**src/rtl/olc_pkg.sv**
```systemverilog
// Shared types, codes and sizes for the ordered list with cursor.
`default_nettype none

package olc_pkg;

    localparam int CAPACITY = 64;
    localparam int KEY_W    = 16;
    localparam int ACT_W    = 3;
    localparam int STAT_W   = 3;
    localparam int ENTRY_W  = 7;
    localparam int CNT_W    = $clog2(CAPACITY + 1);

    localparam logic [ACT_W-1:0] ACT_APPEND = 3'd0;
    localparam logic [ACT_W-1:0] ACT_DELETE = 3'd1;
    localparam logic [ACT_W-1:0] ACT_FIRST  = 3'd2;
    localparam logic [ACT_W-1:0] ACT_NEXT   = 3'd3;
    localparam logic [ACT_W-1:0] ACT_PREV   = 3'd4;
    localparam logic [ACT_W-1:0] ACT_PLAY   = 3'd5;
    localparam logic [ACT_W-1:0] ACT_SHOW   = 3'd6;

    localparam logic [STAT_W-1:0] ST_OK        = 3'd0;
    localparam logic [STAT_W-1:0] ST_EMPTY     = 3'd1;
    localparam logic [STAT_W-1:0] ST_AT_END    = 3'd2;
    localparam logic [STAT_W-1:0] ST_NOT_FOUND = 3'd3;
    localparam logic [STAT_W-1:0] ST_FULL      = 3'd4;

    // Contents of one list position.
    typedef struct packed {
        logic             used;
        logic             cur;
        logic [KEY_W-1:0] key;
    } slot_t;

    // Operation token that walks along the row, one position per cycle.
    typedef struct packed {
        logic [ACT_W-1:0] act;
        logic [KEY_W-1:0] key;
        logic             at_head;
        logic             done;
        logic             move;
        logic             blocked;
        logic             del_cur;
        logic             cap_valid;
        logic [KEY_W-1:0] cap_key;
        logic             head_used;
        logic [KEY_W-1:0] head_key;
    } wave_t;

    typedef enum logic [2:0] {
        S_IDLE = 3'b001,
        S_RUN  = 3'b010,
        S_FIN  = 3'b100
    } state_t;

endpackage

`default_nettype wire

```
**src/rtl/olc_cell.sv**
```systemverilog
// One list position: holds an entry and applies the passing operation token.
`default_nettype none

module olc_cell (
    input  wire logic          clk,
    input  wire logic          rst_n,
    input  wire logic          wave_valid_in,
    input  wire olc_pkg::wave_t wave_in,
    input  wire olc_pkg::slot_t nb,
    input  wire logic          head_set,
    output olc_pkg::slot_t     slot,
    output logic               wave_valid_out,
    output olc_pkg::wave_t     wave_out
);
    import olc_pkg::*;

    logic             used_reg;
    logic             cur_reg;
    logic [KEY_W-1:0] key_reg;
    logic             wave_valid_reg;
    wave_t            wave_reg;
    slot_t            slot_next;
    wave_t            wave_next;

    assign slot           = '{used: used_reg, cur: cur_reg, key: key_reg};
    assign wave_valid_out = wave_valid_reg;
    assign wave_out       = wave_reg;

    always_comb
    begin
        slot_next         = slot;
        wave_next         = wave_in;
        wave_next.at_head = 1'b0;
        unique case (wave_in.act)
            ACT_APPEND:
            begin
                if (!used_reg && !wave_in.done)
                begin
                    slot_next.used = 1'b1;
                    slot_next.key  = wave_in.key;
                    slot_next.cur  = wave_in.at_head;
                    wave_next.done = 1'b1;
                end
            end
            ACT_DELETE:
            begin
                // From the matching position onwards every entry moves one place
                // towards the head, taking its cursor mark along.
                if (wave_in.done || (used_reg && key_reg == wave_in.key))
                begin
                    if (!wave_in.done)
                    begin
                        wave_next.done    = 1'b1;
                        wave_next.del_cur = cur_reg;
                    end
                    slot_next = nb;
                end
            end
            ACT_FIRST:
            begin
                slot_next.cur = wave_in.at_head && used_reg;
            end
            ACT_NEXT:
            begin
                wave_next.move = 1'b0;
                if (wave_in.move)
                begin
                    slot_next.cur = 1'b1;
                end
                else if (cur_reg)
                begin
                    if (nb.used)
                    begin
                        slot_next.cur  = 1'b0;
                        wave_next.move = 1'b1;
                    end
                    else
                    begin
                        wave_next.blocked = 1'b1;
                    end
                end
            end
            ACT_PREV:
            begin
                wave_next.move = 1'b0;
                if (nb.cur)
                begin
                    slot_next.cur  = 1'b1;
                    wave_next.move = 1'b1;
                end
                else if (wave_in.move)
                begin
                    slot_next.cur = 1'b0;
                end
                else if (cur_reg)
                begin
                    // Only the head can hold the cursor with nobody taking it.
                    wave_next.blocked = 1'b1;
                end
            end
            default:
            begin
            end
        endcase

        if (slot_next.cur)
        begin
            wave_next.cap_valid = 1'b1;
            wave_next.cap_key   = slot_next.key;
        end
        if (wave_in.at_head)
        begin
            wave_next.head_used = slot_next.used;
            wave_next.head_key  = slot_next.key;
        end
    end

    always_ff @(posedge clk or negedge rst_n)
    begin
        if (!rst_n)
        begin
            used_reg       <= 1'b0;
            cur_reg        <= 1'b0;
            wave_valid_reg <= 1'b0;
        end
        else
        begin
            wave_valid_reg <= wave_valid_in;
            if (wave_valid_in)
            begin
                used_reg <= slot_next.used;
                cur_reg  <= slot_next.cur;
            end
            else if (head_set && used_reg)
            begin
                cur_reg <= 1'b1;
            end
        end
    end

    always_ff @(posedge clk)
    begin
        if (wave_valid_in)
        begin
            key_reg <= slot_next.key;
        end
        wave_reg <= wave_next;
    end

endmodule

`default_nettype wire

```
**config.mk**
```make
export PLATFORM = sky130hd
export DESIGN_NAME = olc_cell
export DESIGN_NICKNAME = d
export VERILOG_FILES = /design/src/rtl/olc_pkg.sv /design/src/rtl/olc_cell.sv
export SDC_FILE = /design/constraint.sdc
export NUM_CORES = 1
export LEC_CHECK = 0
export BUFFER_PORTS_ARGS = -buffer_cell sky130_fd_sc_hd__clkbuf_2
export CAP_MARGIN = 20
export CORE_AREA = 8 8 93 95
export DETAILED_ROUTE_END_ITERATION = 7
export DIE_AREA = 0 0 101 103
export GPL_ROUTABILITY_DRIVEN = 0
export PLACE_DENSITY = 0.84
export SYNTH_ARGS = -nofsm -noshare
export SYNTH_HDL_FRONTEND = slang
export SYNTH_SLANG_ARGS = --single-unit
```
**constraint.sdc**
```tcl
create_clock -name clk -period 3.8 [get_ports clk]
set_input_delay 0 -clock clk [delete_from_list [all_inputs] [get_ports clk]]
set_output_delay 0 -clock clk [all_outputs]
set_load 0.01 [all_outputs]
```
==> results_dict.tcl <==
set metrics [dict create \
    status "completed" \
    port_buffers 155 \
    grt_usage 0.217 \
    row_count 31 \
    layout_min_cycle_time_ns 3.13 \
    ir_drop_uv 262 \
    cts-buffers-inserted 9 \
    p_leak_nw 2.20 \
    die_w_um 101 \
    grt_pass1_vias 3352 \
    cts_tree "yes" \
    dp_hpwl_mm 7.57 \
    r2r_end "wave_out[33]" \
    rrSetupSlack_ns 0.67 \
    htree_levels 3 \
    firstDrtPassIters 6 \
    synthCells 275 \
    dieArea_um2 10400 \
    largest_register_ffs 57 \
    start_util 0.444 \
    hold_viol_final 0 \
    synth_cell_types 42 \
    cap_violations 0 \
    holdPathEnd "key_reg[0]" \
    path_class "reg2reg" \
    fin_skew_ns 0.0111 \
    syn_area_per_cell_um2 11.5 \
    maxSlewViolCount 0 \
    via_per_inst 5.30 \
    whs_path_depth 2 \
    async_reset_ff_frac 0.0395 \
    synth_top_flop_cell "dfxtp_1" \
    syn-num-nets 355 \
    endpoint_kind "register" \
    gr-max-usage-layer "met2" \
    grt_util_met2 0.363 \
    start_kind "register" \
    nets 567 \
    period_share 0.824 \
    use_met1 0.225 \
    die_h_um 103 \
    wl_per_cell_um 18.7 \
    holdWs_ns 0.0170 \
    drt_iter0_markers 204 \
    clockBufferDepth 2 \
    drive_gt1_frac 0.453 \
    synth_edf_count 16 \
    ys_warn_count 0 \
    clk_pin_slew_ns 0.08 \
    wl_mm 11.1 \
    hp-class "in2reg" \
    use_met3 0.0797 \
    synth-seq-cells 76 \
    crit_fanout 18 \
    cts-resized-gates 0 \
    setup_violations 0 \
    rsz0062_at_grt "no" \
    worst_pin_slew_ns 0.974 \
    antenna_found_initial 1 \
    worstRegToRegCells 7 \
    root_buffer "clkbuf_8" \
    p_per_area_nw_per_um2 425 \
    core_um2 7140 \
    syn-cell-area_um2 3170 \
    required_ns 4.03 \
    fin_tns_setup_ns 0 \
    worstHoldStart "nb[0]" \
    clk_latency_ns 0.35 \
    grt_pass1_wl_mm 17.3 \
    antenna_left 0 \
    syn_to_final_growth_pct 50.9 \
    vias 3140 \
    io_pins 157 \
    reg2reg_from "key_reg[6]" \
    seq_area_frac_synth 0.535 \
    route.detailed.drc 0 \
    relSlewSlack 0.346 \
    cts.sinks 76 \
    max_freq_mhz 319 \
    grt_max_degree 22 \
    grt_overflow_total 0 \
    cp_data_arrival_time_ns 3.36 \
]
-- Yosys cell counts, drive strengths merged, types with 7 or more instances --
library cell	count	area share
a22oi	24	0.057
nand2	29	0.034
dfxtp	57	0.36
xnor2	8	0.022
a221o	16	0.054
mux2	33	0.13
xor2	8	0.022
clkbuf	9	0.011
nor2	10	0.013
o21ai	16	0.025
a21oi	11	0.017
edfxtp	16	0.15
buf	7	0.022
-- layout by cell type, fill, tap and decap left out, types with 2 or more instances in the layout --
master         instances
diode_2                2
clkbuf_8              10
nor3_1                 2
nor2_1                 9
edfxtp_1              16
clkinv_2               4
a221o_1                7
o21ai_0               15
mux2_2                25
nor4_1                 2
clkbuf_2             155
dfrtp_1                3
inv_1                  3
dfxtp_1               57
a21oi_1               11
xor2_1                 8
dlygate4sd3_1         61
nor2b_1                2
a221o_2                9
or2_2                  4
xnor2_1                8
mux2_4                 8
a22oi_1               24
nand2_1               29
-- worst max-delay path by stage --
stage	depth (start not counted)	from	endpoint	slack (ns)
2_1_floorplan	10	key_reg[7]	wave_out[24]	1.01
4_1_cts	7	key_reg[13]	wave_out[33]	0.69
6_report	7	key_reg[6]	wave_out[33]	0.67
3_5_place_dp	7	key_reg[13]	wave_out[33]	0.70
3_3_place_gp	7	key_reg[13]	wave_out[33]	0.73
5_1_grt	7	key_reg[13]	wave_out[32]	0.55
-- per-stage QoR --
stage | total power [mW] | util | cells | area, µm² | setup slack [ns]
final | 2.03 | 0.670 | 593 | 4780 | 0.668
after global routing | 2.12 | 0.670 | 592 | 4780 | 0.549
after CTS | 2.04 | 0.668 | 590 | 4770 | 0.685
after detailed placement | 1.38 | 0.556 | 513 | 3970 | 0.696
after global placement | 1.37 | 0.556 | 513 | 3970 | 0.732
after floorplan | 1.21 | - | 275 | 3170 | 1.01
-- repair_timing --
| action | CTS | global route |
|---|---|---|
| hold endpoints to repair | 62 | 0 |
| buffers inserted | 0 | 0 |
| hold buffers | 61 | 0 |
-- power by group --
group / leakage [nW] / switching, mW / total (mW) / internal, mW
clock network: 0.103 / 0.294 / 0.609 / 0.315
logic: 1.43 / 0.225 / 0.465 / 0.240
registers: 0.668 / 0.0454 / 0.959 / 0.914
-- layout make-up --
class	count	area, µm²
repair buffers	217	1400
diodes	2	5.00
well taps	99	124
flip-flops and latches	76	1700
clock buffers	10	138
multi-input cells	180	1360
fillers	563	2350
inverters	3	11.3
clock inverters	6	53.8
-- layer usage --
metal / wire (µm) / share of wire
met1: 3880 / 0.35
met2: 5570 / 0.50
met3: 1090 / 0.098
met4: 535 / 0.048
met5: 0 / 0
-- critical path, stage by stage, from the launching register on --
cell and delay [ns]:
edfxtp_1 0.47, xor2_1 0.18, nor4_1 0.33, nand2_1 0.11, or4_4 0.55, and3_4 0.25, a211o_1 0.68, or2_2 0.45
-- logic make-up after synthesis --
family / after synthesis / share of synthesized area
other: 1 / 0.00118
and+or+nand+nor: 57 / 0.0868
xor gates and xnor gates: 16 / 0.0442
DFF: 76 / 0.535
buffers and inverters: 19 / 0.0367
muxes: 33 / 0.127
AOI/OAI and AO/OA: 73 / 0.169
(Power assumes the default switching activity.)
